### src/hw/rtl/ppli_pkg.sv
// Shared types, codes and constants of the periodic piecewise linear interpolator.
package ppli_pkg;

   // Default sizes
   localparam int MAX_POINTS_DEF = 64;
   localparam int FRAC_BITS_DEF  = 16;

   // Iteration counts of the shared shift/add and divide unit
   localparam logic [6:0] MOD_STEPS = 7'd32;
   localparam logic [6:0] MUL_STEPS = 7'd33;
   localparam logic [6:0] DIV_STEPS = 7'd66;

   // Item kinds
   localparam logic ACT_WRITE = 1'b0;
   localparam logic ACT_QUERY = 1'b1;

   // Derivative orders
   localparam logic [1:0] ORD_VALUE = 2'd0;
   localparam logic [1:0] ORD_SLOPE = 2'd1;
   localparam logic [1:0] ORD_CURVE = 2'd2;
   localparam logic [1:0] ORD_BAD   = 2'd3;

   // Status codes
   localparam logic [1:0] STATUS_OK     = 2'd0;
   localparam logic [1:0] STATUS_BEFORE = 2'd1;
   localparam logic [1:0] STATUS_AFTER  = 2'd2;
   localparam logic [1:0] STATUS_ORDER  = 2'd3;

   // Register indexes
   localparam logic [1:0] CSR_POINT_COUNT  = 2'd0;
   localparam logic [1:0] CSR_PERIODIC     = 2'd1;
   localparam logic [1:0] CSR_WINDOW_START = 2'd2;
   localparam logic [1:0] CSR_WINDOW_END   = 2'd3;

   typedef struct packed {
      logic              action;
      logic [5:0]        point_index;
      logic signed [31:0] point_time;
      logic signed [31:0] point_value;
      logic signed [31:0] query_time;
      logic [1:0]        derivative_order;
   } req_type;

   typedef struct packed {
      logic signed [31:0] result_value;
      logic              in_range;
      logic [1:0]        status;
   } rsp_type;

   typedef struct packed {
      logic [6:0]         point_count;
      logic               periodic_enable;
      logic signed [31:0] window_start;
      logic signed [31:0] window_end;
   } cfg_type;

   // Datapath commands issued by the controller states; the remainder and divide states share OP_DIV_STEP
   typedef enum logic [4:0] {
      OP_NONE,
      OP_ACCEPT,
      OP_RD_FIRST,
      OP_RD_LAST,
      OP_LATCH_LAST,
      OP_WRAP,
      OP_DIV_STEP,
      OP_MOD_FIN,
      OP_RANGE,
      OP_SRCH_RD,
      OP_SRCH_CMP,
      OP_FETCH,
      OP_FETCH_A,
      OP_FETCH_B,
      OP_SETUP,
      OP_MUL_STEP,
      OP_DIV_INIT,
      OP_FINISH,
      OP_DELIVER
   } op_type;

   typedef struct packed {
      op_type op;
   } cmd_type;

   typedef struct packed {
      logic is_query;
      logic wrap_go;
      logic t_lt_t0;
      logic t_eq_t0;
      logic found;
      logic last_idx;
      logic step_last;
      logic order_skip;
      logic dt_zero;
      logic rsp_free;
   } stat_type;

endpackage

### src/hw/rtl/ppli_ctrl.sv
// Sequencer of the interpolator: walks one query through wrap, search and arithmetic.
module ppli_ctrl import ppli_pkg::*; (
   input  logic     clock,
   input  logic     reset,
   input  logic     req_valid,
   output logic     req_stall,
   input  stat_type stat,
   output cmd_type  cmd
);

   typedef enum logic [18:0] {
      S_IDLE   = 19'h00001,
      S_RD0    = 19'h00002,
      S_RDL    = 19'h00004,
      S_CHK    = 19'h00008,
      S_WRAP   = 19'h00010,
      S_MOD    = 19'h00020,
      S_MODFIN = 19'h00040,
      S_RANGE  = 19'h00080,
      S_SRD    = 19'h00100,
      S_SCMP   = 19'h00200,
      S_FETCH  = 19'h00400,
      S_FETA   = 19'h00800,
      S_FETB   = 19'h01000,
      S_SETUP  = 19'h02000,
      S_MUL    = 19'h04000,
      S_DINIT  = 19'h08000,
      S_DIV    = 19'h10000,
      S_FIN    = 19'h20000,
      S_DONE   = 19'h40000
   } state_type;

   state_type state_ff, state_in;

   assign req_stall = (state_ff != S_IDLE);

   // Next state and command
   always_comb begin
      state_in = state_ff;
      cmd.op   = OP_NONE;
      case (state_ff)
         S_IDLE: begin
            if (req_valid) begin
               cmd.op = OP_ACCEPT;
               if (stat.is_query) state_in = S_RD0;
            end
         end
         S_RD0: begin
            cmd.op   = OP_RD_FIRST;
            state_in = S_RDL;
         end
         S_RDL: begin
            cmd.op   = OP_RD_LAST;
            state_in = S_CHK;
         end
         S_CHK: begin
            cmd.op   = OP_LATCH_LAST;
            state_in = S_WRAP;
         end
         S_WRAP: begin
            cmd.op   = OP_WRAP;
            state_in = stat.wrap_go ? S_MOD : S_RANGE;
         end
         S_MOD: begin
            cmd.op = OP_DIV_STEP;
            if (stat.step_last) state_in = S_MODFIN;
         end
         S_MODFIN: begin
            cmd.op   = OP_MOD_FIN;
            state_in = S_RANGE;
         end
         S_RANGE: begin
            cmd.op = OP_RANGE;
            if (stat.t_lt_t0)      state_in = S_DONE;
            else if (stat.t_eq_t0) state_in = S_FETCH;
            else                   state_in = S_SRD;
         end
         S_SRD: begin
            cmd.op   = OP_SRCH_RD;
            state_in = S_SCMP;
         end
         S_SCMP: begin
            cmd.op = OP_SRCH_CMP;
            if (stat.found)         state_in = S_FETCH;
            else if (stat.last_idx) state_in = S_DONE;
            else                    state_in = S_SRD;
         end
         S_FETCH: begin
            cmd.op   = OP_FETCH;
            state_in = stat.order_skip ? S_DONE : S_FETA;
         end
         S_FETA: begin
            cmd.op   = OP_FETCH_A;
            state_in = S_FETB;
         end
         S_FETB: begin
            cmd.op   = OP_FETCH_B;
            state_in = S_SETUP;
         end
         S_SETUP: begin
            cmd.op   = OP_SETUP;
            state_in = stat.dt_zero ? S_DONE : S_MUL;
         end
         S_MUL: begin
            cmd.op = OP_MUL_STEP;
            if (stat.step_last) state_in = S_DINIT;
         end
         S_DINIT: begin
            cmd.op   = OP_DIV_INIT;
            state_in = S_DIV;
         end
         S_DIV: begin
            cmd.op = OP_DIV_STEP;
            if (stat.step_last) state_in = S_FIN;
         end
         S_FIN: begin
            cmd.op   = OP_FINISH;
            state_in = S_DONE;
         end
         S_DONE: begin
            if (stat.rsp_free) begin
               cmd.op   = OP_DELIVER;
               state_in = S_IDLE;
            end
         end
         default: begin
            state_in = S_IDLE;
         end
      endcase
   end

   always_ff @(posedge clock) begin
      if (reset) state_ff <= S_IDLE;
      else       state_ff <= state_in;
   end

endmodule

### config.mk
export PLATFORM = sky130hd
export DESIGN_NAME = ppli_ctrl
export DESIGN_NICKNAME = d
export VERILOG_FILES = /design/src/hw/rtl/ppli_pkg.sv /design/src/hw/rtl/ppli_ctrl.sv
export SDC_FILE = /design/constraint.sdc
export NUM_CORES = 1
export LEC_CHECK = 0
export BUFFER_PORTS_ARGS = -buffer_cell sky130_fd_sc_hd__buf_2
export CAP_MARGIN = 20
export CORE_MARGIN = 2
export CORE_UTILIZATION = 55
export DETAILED_ROUTE_END_ITERATION = 16
export GPL_ROUTABILITY_DRIVEN = 0
export PLACE_DENSITY = 0.78
export REMOVE_ABC_BUFFERS = 1
export SLEW_MARGIN = 20
export SYNTH_ARGS = -nofsm -noshare
export SYNTH_HDL_FRONTEND = slang
export SYNTH_SLANG_ARGS = --single-unit
### constraint.sdc
create_clock -name clock -period 2.4 [get_ports clock]
set_input_delay 0.36 -clock clock [delete_from_list [all_inputs] [get_ports clock]]
set_output_delay 0.36 -clock clock [all_outputs]
set_load 0.05 [all_outputs]
* Word-level counts from Yosys, hierarchy flattened
Cells that the tools add are included.
** Word-level totals
- Bits in registers :: 19
- Bits in latches :: 0
- Memory bits (writable) :: 0
- Memory bits (read-only) :: 0
- Input port bits :: 13
- Output and inout bits :: 6
- Word-level logic and storage cells :: 46
- Memories kept :: 0
** Operators by class
- Add/subtract/negate cells :: 0
- Multiply operators :: 0
- Divide/modulo/power cells :: 0
- Magnitude comparators :: 0
- Eq/ne operators :: 26
- Shift-type cells :: 0
- Multiplexer cells :: 17
- Bitwise operators :: 0
- Reduce and logical (&&, ||, !) cells :: 2
** Operators with widths (count)
- 19-bit case mux with 19 select lines :: 1
- 19-bit 2-to-1 mux :: 11
- 5-bit case mux with 18 select lines :: 1
- 19-bit by 1-bit == test with 1-bit output, second input constant :: 1
- 19-bit by 10-bit == test with 1-bit output, second input constant :: 1
- 19-bit by 11-bit == test with 1-bit output, second input constant :: 1
- 19-bit by 12-bit == test with 1-bit output, second input constant :: 1
- 19-bit by 13-bit == test with 1-bit output, second input constant :: 1
- 19-bit by 14-bit == test with 1-bit output, second input constant :: 1
- 19-bit by 15-bit == test with 1-bit output, second input constant :: 1
- 19-bit by 16-bit == test with 1-bit output, second input constant :: 1
- 19-bit by 17-bit == test with 1-bit output, second input constant :: 1
- 19-bit by 18-bit == test with 1-bit output, second input constant :: 1
- 19-bit == test, second input constant :: 1
- 19-bit by 2-bit == test with 1-bit output, second input constant :: 1
- 19-bit by 3-bit == test with 1-bit output, second input constant :: 1
- 19-bit by 4-bit == test with 1-bit output, second input constant :: 1
- 19-bit by 5-bit == test with 1-bit output, second input constant :: 1
- 19-bit by 6-bit == test with 1-bit output, second input constant :: 1
- 19-bit by 7-bit == test with 1-bit output, second input constant :: 1
- 19-bit by 8-bit == test with 1-bit output, second input constant :: 1
- 19-bit by 9-bit == test with 1-bit output, second input constant :: 1
- 19-bit by 1-bit inequality test with 1-bit output, second input constant :: 1
- 2-bit inequality test, second input constant :: 6
- 6 further kinds :: 6

* Logic depth before layout (Yosys ltp)
Gate-level depths: netlist of run 1.
- Word-level depth :: 3
- Depth in mapped cells :: 8

* Least setup slack after synthesis of run 1
Ideal clock, no wire load.
- Path type :: register to output
- Start point :: register state_ff[9]
- End point :: output port cmd[0] in the netlist's numbering
- Arrival :: 1919 ps
- Setup slack :: 121 ps
- Cell stages (with the launch flop) :: 7
- Path through :: dfxtp_1 -> buf_6 -> nor4_4 -> nand4b_4 -> or2_1 -> o311ai_1 -> or4_1
** RTL lines
- from (decl) :: RTL line ppli_ctrl.sv:33 : state_type state_ff, state_in;
- from (signal assigned) :: RTL line ppli_ctrl.sv:134 : else state_ff <= state_in;
- to (decl) :: RTL line ppli_ctrl.sv:8 : output cmd_type cmd

==> results_dict.tcl, run 1 <==
set metrics [dict create \
    endpoint_kind "output port" \
    worstSkewPairLatency_ns 0.32 \
    status "finished with violations" \
    largest-register "state_ff" \
    cts_root_buffer "clkbuf_4" \
    reg2reg_to "state_ff[9]$_SDFFE_PP0P_" \
    largestRegisters "state_ff x19" \
    cp.depth 10 \
    irDropWorstVdd_mv 0.482 \
    grt_max_degree 14 \
    synthCells 156 \
    crit_family "buffers and inverters" \
    tightestPinTransition_ns 0.569 \
    antenna-diode-count 0 \
    cp_max_fo 5 \
    cpMostUsedCell "buf_6" \
    synth_seq_area_share_pct 30.6 \
    grt_antenna_before_repair 0 \
    syn_area_per_cell_sq_um 7.96 \
    min_path_type "input pin to flip-flop" \
    cts_tree "built" \
    final_common_cell "buf_4" \
    skew_ns 0.00695 \
    clk_pin_slew_worst_paths_ns 0.12 \
    largest_reg_flops 19 \
    critPathArrivalTime_ns 2.24 \
    start_kind "flip-flop" \
    synth-seq-cells 19 \
    path_cells "nor4_4 -> buf_4 -> nand4b_4 -> buf_6 -> nor2_4 -> buf_12 -> a2111oi_4 -> inv_1 -> a211o_1 -> buf_6" \
    synthesis.area_sq_um 1240 \
    worst_slew_margin_rel_pct 62.0 \
    max_freq_mhz 385 \
    drive_gt1_share_pct 45.7 \
    ios 19 \
    start_util_pct 57.3 \
    hold_viol_final 0 \
    crit_buf_inv 5 \
    cp.required_ns 2.04 \
    period_share_pct 108 \
    slowest_stage "dfxtp_4" \
    io_buffers 18 \
    holdBufCountCts 0 \
    synth_edf_count 0 \
    hold_end "state_ff[11]$_SDFFE_PP0P_" \
    synth_cell_type_count 42 \
    die_area_sq_um 2660 \
    tns_ns -0.639 \
    grt.overflow.total 0 \
    final_cell_mix "buf_4 (23), nor2_1 (19), nand2_1 (18), buf_2 (13), nor3_1 (9)" \
    die_h_um 51.5 \
    fillers 124 \
    r2r_slack_ns 0.34 \
    grt_pass1_wl_mm 6.25 \
    reg2reg_depth 8 \
    htreeDepth 1 \
    postRouteAntennaNets 0 \
    synthArstFlopShare_pct 0 \
    synthFlopType "dfxtp_1" \
    gr-usage-all-layers_pct 31.9 \
    fin_nets 213 \
    final_max_slew_viol_count 0 \
    cts_buffers 3 \
    clock_sinks 19 \
    rr_startpoint "state_ff[7]$_SDFFE_PP0P_" \
    holdPathStages 2 \
    drt_first_pass_iters 7 \
    grt_pass1_vias 1377 \
    viasPerCell 7.10 \
    whs_ns 0.212 \
    synthToLayoutAreaGrowth_pct 41.1 \
    finalSetupViolCount 5 \
    clockBufferDepth 2 \
    core_area_sq_um 2170 \
    totalWireLength_mm 4.72 \
    die_w_um 51.5 \
    min-delay-start "stat[2]" \
    rsz0062_at_grt "yes" \
    drt-wirelength-per-cell_um 20.8 \
    violations "negative setup slack" \
    setup_slack_ns -0.198 \
    crit_path_max_incr_delay_ns 0.37 \
    via_count 1611 \
    power.density_nw_per_um2 451 \
    min_period_ns 2.60 \
    total_leakage_power_nw 0.730 \
    drcViolationCount 0 \
    worstSetupPathType "flip-flop to output port" \
    maxCapViolCount 0 \
    yosysWarnings 0 \
    hpwl_mm 2.71 \
    drt_iter0_markers 109 \
    rows 17 \
]
[worst max-delay path by stage]
stage	start	endpoint	slack, ns
after floorplan	state_ff[9]$_SDFFE_PP0P_	cmd[0]	0.15
after global placement	state_ff[8]$_SDFFE_PP0P_	cmd[0]	0.12
after detailed placement	state_ff[9]$_SDFFE_PP0P_	cmd[3]	0.04
after CTS	state_ff[8]$_SDFFE_PP0P_	cmd[0]	-0.08
after global routing	state_ff[7]$_SDFFE_PP0P_	cmd[3]	-0.24
final	state_ff[7]$_SDFFE_PP0P_	cmd[3]	-0.20
[power by group]
part	leakage [nW]	total [mW]	switching, mW	internal, mW
registers	0.161	0.336	0.0165	0.320
logic	0.553	0.280	0.183	0.0969
clock network	0.0150	0.175	0.110	0.0651
[layer usage]
layer | share of wire, % | up-vias | track usage, %
met1 | 34 | 740 | 37.7
met2 | 48 | 147 | 51.5
li1 | - | 671 | -
met3 | 11 | 53 | 6.61
met4 | 7.5 | 0 | 21.9
met5 | 0 | - | 0
[area by class of cell]
| class | instances | area, sq um | area share, % |
|---|---|---|---|
| multi-input cells | 126 | 915 | 52.2 |
| flip-flops and latches | 19 | 414 | 23.6 |
| repair buffers | 44 | 340 | 19.4 |
| well taps | 28 | 35.0 | 2.00 |
| clock buffers | 4 | 26.3 | 1.50 |
| inverters | 6 | 22.5 | 1.28 |
[cell usage after synthesis (all sizes together), types with 3 or more instances]
library cell   n  area (sq um)
inv            6          22.5
nor2b          3          18.8
nor3b          3          22.5
nand4          4          25.0
a21oi          6          30.0
nor4          10          92.6
buf            4          45.0
nor3          17           111
nor2          24          92.6
nand4b         5          58.8
dfxtp         19           380
a2111oi        3          27.5
nand2         20          75.1
nand3          6          40.0
[worst reg2reg max path, stage by stage, from the launching register on]
cell     delay [ns]
dfxtp_4        0.37
nor4_4         0.27
buf_4          0.20
nand4_1        0.22
buf_4          0.23
o22ai_1        0.21
nand2_1        0.10
nand3_2        0.24
nor4_1         0.10
[cell families (layout without fill, tap and decap cells)]
kind of cell	count (synthesis)	after routing	synth area share (%)
simple gates	104	104	50.6
compound gates	19	19	10.7
flops	19	19	30.6
buf+inv	11	54	5.84
xor+xnor	2	2	1.41
mux	1	1	0.906
[what timing repair did]
| item | 4_1_cts | 5_1_grt |
|---|---|---|
| setup buffers | 6 | 7 |
| resized for setup | 27 | 34 |
| pin swaps | 1 | 8 |
| endpoints found under the setup margin | 5 | 5 |
[through the flow]
step           power (mW)  cells  worst slack, ns  instance area [sq um]  util [%]
2_1_floorplan       0.487    151            0.155                   1190         -
3_3_place_gp        0.564    210            0.122                   1420      65.2
3_5_place_dp        0.569    210           0.0431                   1420      65.2
4_1_cts             0.746    220          -0.0825                   1560      71.9
5_1_grt             0.817    227           -0.241                   1750      80.8
6_report            0.791    227           -0.198                   1750      80.8
No activity file was read; power rests on OpenSTA's default activity.
==> inputs of run 2 (changes only) <==
CORE_ASPECT_RATIO = 0.9   (was unset)
==> run 2 against run 1 <==
  * The flow still finishes with violations (negative setup slack)
  * Sequential power is essentially flat
  * Total power grew 0.25%
  * Via count shrank 4.5%
  * Flip-flop and latch count is the same
  * Non-clock buffer count grew 4
  * Largest cell class unchanged
==> results_dict.tcl, run 2 (same netlist as run 1, synthesis figures left out) <==
set metrics [dict create \
    min-delay-start "stat[2]" \
    totalWireLength_mm 4.47 \
    hpwl_mm 2.50 \
    largestRegisters "state_ff x19" \
    worstSkewPairLatency_ns 0.31 \
    final_max_slew_viol_count 0 \
    hold_end "state_ff[11]$_SDFFE_PP0P_" \
    fin_nets 217 \
    setup_slack_ns -0.0877 \
    worst_slew_margin_rel_pct 67.6 \
    rows 16 \
    start_kind "flip-flop" \
    largest_reg_flops 19 \
    status "finished with violations" \
    switchingPower_uw 302 \
    switching_share_pct 38.1 \
    pwr-share-seq_pct 42.3 \
    min_period_ns 2.49 \
    crit_family "simple AND/OR/NAND/NOR gates" \
    endpoint_kind "output port" \
    gr-usage-all-layers_pct 30.4 \
    grt_antenna_before_repair 0 \
    viasPerCell 6.69 \
    skew_ns 0.00134 \
    die_w_um 54.1 \
    pwr-share-comb_pct 36.5 \
    slowest_stage "dfxtp_4" \
    rsz0062_at_grt "yes" \
    drt-wirelength-per-cell_um 19.4 \
    cp.required_ns 2.04 \
    antenna-diode-count 0 \
    r2r_slack_ns 0.23 \
    reg2reg_to "state_ff[18]$_SDFFE_PP0P_" \
    io_buffers 18 \
    htreeDepth 1 \
    path_cells "nor4_4 -> buf_6 -> nand4b_4 -> or2_4 -> o311ai_4 -> or4_4 -> buf_8" \
    via_count 1539 \
    final_cell_mix "buf_4 (28), nor2_1 (19), nand2_1 (18), buf_2 (13)" \
    synthToLayoutAreaGrowth_pct 45.9 \
    crit_start "state_ff[4]$_SDFFE_PP0P_" \
    drive_gt1_share_pct 48.8 \
    holdBufCountCts 0 \
    finalSetupViolCount 6 \
    cts_buffers 3 \
    grt.overflow.total 0 \
    crit_path_max_incr_delay_ns 0.38 \
    largest-register "state_ff" \
    cp_max_fo 5 \
    rr_startpoint "state_ff[4]$_SDFFE_PP0P_" \
    start_util_pct 57.5 \
    die_area_sq_um 2660 \
    maxCapViolCount 0 \
    violations "negative setup slack" \
    drt_first_pass_iters 5 \
    final_common_cell "buf_4" \
    die_h_um 49.1 \
    tightestPinTransition_ns 0.484 \
    grt_pass1_vias 1347 \
    holdPathStages 2 \
    period_share_pct 104 \
    clk_pin_slew_worst_paths_ns 0.11 \
    crit_buf_inv 2 \
    tns_ns -0.254 \
    cts_tree "built" \
    hold_viol_final 0 \
    core_area_sq_um 2160 \
    grt_max_degree 13 \
    min_path_type "input pin to flip-flop" \
    drcViolationCount 0 \
    power_frac_clock_pct 21.2 \
    internal_power_uw 491 \
    max_freq_mhz 402 \
    clockBufferDepth 2 \
    clock_sinks 19 \
    critPathArrivalTime_ns 2.13 \
    reg2reg_depth 10 \
    post-route-util_pct 83.9 \
    irDropWorstVdd_mv 0.492 \
    postRouteAntennaNets 0 \
    power.density_nw_per_um2 437 \
    worstSetupPathType "flip-flop to output port" \
    drt_iter0_markers 156 \
    grt_pass1_wl_mm 5.93 \
    ios 19 \
    cts_root_buffer "clkbuf_4" \
    total_leakage_power_nw 0.747 \
]
## run 2: per-layer routing
| layer | GRT usage (%) | share of wire, % |
|---|---|---|
| met5 | 0 | 0 |
| met4 | 10.4 | 4.2 |
| met3 | 7.06 | 11 |
| met2 | 49.4 | 50 |
| met1 | 38.7 | 35 |
## run 2: through the flow
stage | instances | power (mW) | worst slack, ns | hold WS (ns) | area (sq um)
finish | 230 | 0.793 | -0.0877 | 0.225 | 1810
global placement | 210 | 0.569 | 0.110 | 0.494 | 1420
floorplan | 151 | 0.487 | 0.155 | 0.429 | 1190
CTS | 221 | 0.745 | -0.104 | 0.223 | 1600
global route | 230 | 0.827 | -0.170 | 0.218 | 1810
detailed placement | 210 | 0.572 | 0.0908 | 0.508 | 1420
## run 2: timing repair
item | in CTS | in global routing
buffers inserted | 7 | 9
resized for setup | 36 | 32
pin swaps | 6 | 10
endpoints found under the setup margin | 5 | 5
## run 2: worst max-delay path by stage
| stage | to | slack, ns | cells past startpoint |
|---|---|---|---|
| floorplan | cmd[0] | 0.15 | 5 |
| global placement | cmd[0] | 0.11 | 8 |
| detailed placement | cmd[0] | 0.09 | 8 |
| CTS | cmd[0] | -0.10 | 7 |
| global route | cmd[1] | -0.17 | 8 |
| finish | cmd[0] | -0.09 | 7 |
## run 2: final cells by class
cell class / count / area (sq um)
Sequential cell: 19 / 415
Fill cell: 110 / 349
Inverter: 6 / 22.5
Clock inverter: 1 / 5.00
Clock buffer: 3 / 22.5
Multi-Input combinational cell: 126 / 956
Timing Repair Buffer: 48 / 358
Tap cell: 27 / 33.8
## run 2: power by group through the flow
stage               registers [mW]  logic [mW]  clock network (mW)
finish                       0.335       0.289               0.168
global route                 0.337       0.304               0.186
CTS                          0.331       0.243               0.170
detailed placement           0.344       0.228                   0
global placement             0.342       0.227                   0
floorplan                    0.340       0.147                   0
==> inputs of run 3 (changes only) <==
CELL_PAD_IN_SITES_DETAIL_PLACEMENT = 1   (was unset)
CELL_PAD_IN_SITES_GLOBAL_PLACEMENT = 2   (was unset)
CORE_UTILIZATION = 32   (was 55)
PLACE_DENSITY = unset   (was 0.78)
PLACE_DENSITY_LB_ADDON = 0.1   (was unset)
==> run 3 against run 2 <==
  * Combinational power increased by 6%
  * Sequential power fell by 2%
  * The run still ends with negative setup slack left
  * Clock skew grew 0.0056 ns
  * Hold slack gained 0.056 ns
  * First-iteration DRC count shrank 63%
  * Highest routed layer unchanged
  * Total power up 9.7%
  * Core utilization down 35 points
  * Routed wire length is 2.9% lower
==> results_dict.tcl, run 3 (same netlist as run 1, synthesis figures left out) <==
set metrics [dict create \
    rows 21 \
    finalSetupViolCount 2 \
    die_w_um 69.7 \
    drive_gt1_share_pct 46.1 \
    cts_buffers 3 \
    die_area_sq_um 4400 \
    final_cell_mix "buf_4 (30), nand2_1 (20), nor2_1 (18), buf_2 (13), dfxtp_1 (10)" \
    synthToLayoutAreaGrowth_pct 47.4 \
    grt_antenna_before_repair 0 \
    tns_ns -0.0686 \
    power.density_nw_per_um2 475 \
    final_area_sq_um 1830 \
    period_share_pct 102 \
    antenna-diode-count 0 \
    ios 19 \
    holdBufCountCts 0 \
    pwr-share-comb_pct 35.2 \
    drt-wirelength-per-cell_um 17.3 \
    hold_viol_final 0 \
    start_util_pct 33.3 \
    max_freq_mhz 407 \
    grt_max_degree 13 \
    gr-usage-all-layers_pct 20.9 \
    clock_sinks 19 \
    status "finished with violations" \
    hold_end "state_ff[11]$_SDFFE_PP0P_" \
    postRouteAntennaNets 0 \
    placed_cell_area_sq_um 1490 \
    totalWireLength_mm 4.34 \
    finalNonFillerCells 250 \
    power_frac_clock_pct 27.0 \
    final_common_cell "buf_4" \
    cp_max_fo 6 \
    place_inst 235 \
    worst_slew_margin_rel_pct 50.1 \
    crit_path_max_incr_delay_ns 0.35 \
    rsz0062_at_grt "yes" \
    switching_share_pct 36.2 \
    path_cells "nor3_2 -> nand3_2 -> buf_4 -> nor3_4 -> a2111oi_4 -> inv_1 -> a211o_1 -> buf_6" \
    holdPathStages 2 \
    htreeDepth 1 \
    drcViolationCount 0 \
    r2r_slack_ns 0.23 \
    min_period_ns 2.46 \
    internal_power_uw 554 \
    violations "negative setup slack" \
    skew_ns 0.00690 \
    total_leakage_power_nw 0.770 \
    largestRegisters "state_ff x19" \
    critPathArrivalTime_ns 2.10 \
    min_path_type "input pin to flip-flop" \
    largest-register "state_ff" \
    drt_first_pass_iters 4 \
    clockBufferDepth 2 \
    tightestPinTransition_ns 0.739 \
    hpwl_mm 3.23 \
    io_buffers 18 \
    reg2reg_to "state_ff[17]$_SDFFE_PP0P_" \
    rr_startpoint "state_ff[10]$_SDFFE_PP0P_" \
    grt_pass1_wl_mm 7.27 \
    setup_slack_ns -0.0589 \
    drt_iter0_markers 58 \
    grt_pass1_vias 1456 \
    preCtsSetupSlack_ns 0.0293 \
    largest_reg_flops 19 \
    maxCapViolCount 0 \
    slowest_stage "dfxtp_1" \
    final_max_slew_viol_count 0 \
    core_area_sq_um 3730 \
    switchingPower_uw 315 \
    cts_tree "built" \
    reg2reg_depth 8 \
    via_count 1393 \
    grt.overflow.total 0 \
    irDropWorstVdd_mv 0.267 \
    whs_ns 0.281 \
    worstSkewPairLatency_ns 0.27 \
    pwr-share-seq_pct 37.8 \
    post-route-util_pct 49.1 \
    min-delay-start "stat[2]" \
    worstSetupPathType "flip-flop to output port" \
    cts_root_buffer "clkbuf_8" \
    cp.required_ns 2.04 \
    die_h_um 63.1 \
    fillers 457 \
    fin_nets 218 \
    clk_pin_slew_worst_paths_ns 0.08 \
    finalPower_uw 869 \
    endpoint_kind "output port" \
    viasPerCell 5.57 \
    start_kind "flip-flop" \
]
run 3: cell types whose count changed in the layout (fill, tap and decap cells not counted), moves of 2 or more:
cell      delta
buf_4        +2
clkbuf_4     -3
clkbuf_8     +3
nand2_1      +2
dfxtp_1      +3
dfxtp_4      -4
nand3_2      -2
nand2_2      -2
run 3: power by group through the flow:
stage / clock network (mW) / logic [mW] / registers, mW
after global placement: 0 / 0.257 / 0.338
final: 0.235 / 0.306 / 0.329
after global routing: 0.264 / 0.329 / 0.330
after CTS: 0.240 / 0.289 / 0.328
after floorplan: 0 / 0.147 / 0.340
after detailed placement: 0 / 0.262 / 0.339
run 3: worst max path at each step:
stage	from	to	slack, ns	cells past startpoint
2_1_floorplan	state_ff[9]$_SDFFE_PP0P_	cmd[0]	0.15	5
3_3_place_gp	state_ff[3]$_SDFFE_PP0P_	cmd[3]	0.04	8
3_5_place_dp	state_ff[4]$_SDFFE_PP0P_	cmd[0]	0.03	6
4_1_cts	state_ff[6]$_SDFFE_PP0P_	cmd[0]	-0.02	8
5_1_grt	state_ff[10]$_SDFFE_PP0P_	cmd[3]	-0.14	8
6_report	state_ff[3]$_SDFFE_PP0P_	cmd[3]	-0.06	8
run 3: final cells by class:
type | instances | area (sq um) | share of cell area, %
Sequential cell | 19 | 402 | 21.9
Inverter | 6 | 22.5 | 1.23
Tap cell | 46 | 57.6 | 3.14
Multi-Input combinational cell | 126 | 947 | 51.7
Clock buffer | 4 | 45.0 | 2.46
Timing Repair Buffer | 49 | 358 | 19.5
run 3: critical path: cells and delay by family (launching register included):
family	cells	cell delay (ns)
compound gates	2	0.18
buf+inv	3	0.51
simple gates	3	0.78
flops	1	0.35
run 3: per-layer routing:
layer	part of all wire, %	track usage (%)	routed length [um]
met1	46	27.2	2000
met2	50	36.1	2160
met3	3.2	4.32	138
met4	0.97	3.85	42
met5	0	0	0
run 3: what timing repair did:
| action | in CTS | in global routing |
|---|---|---|
| setup endpoints to repair | 5 | 5 |
| resized for setup | 44 | 14 |
| pin swaps | 10 | 9 |
| buffers inserted | 10 | 1 |
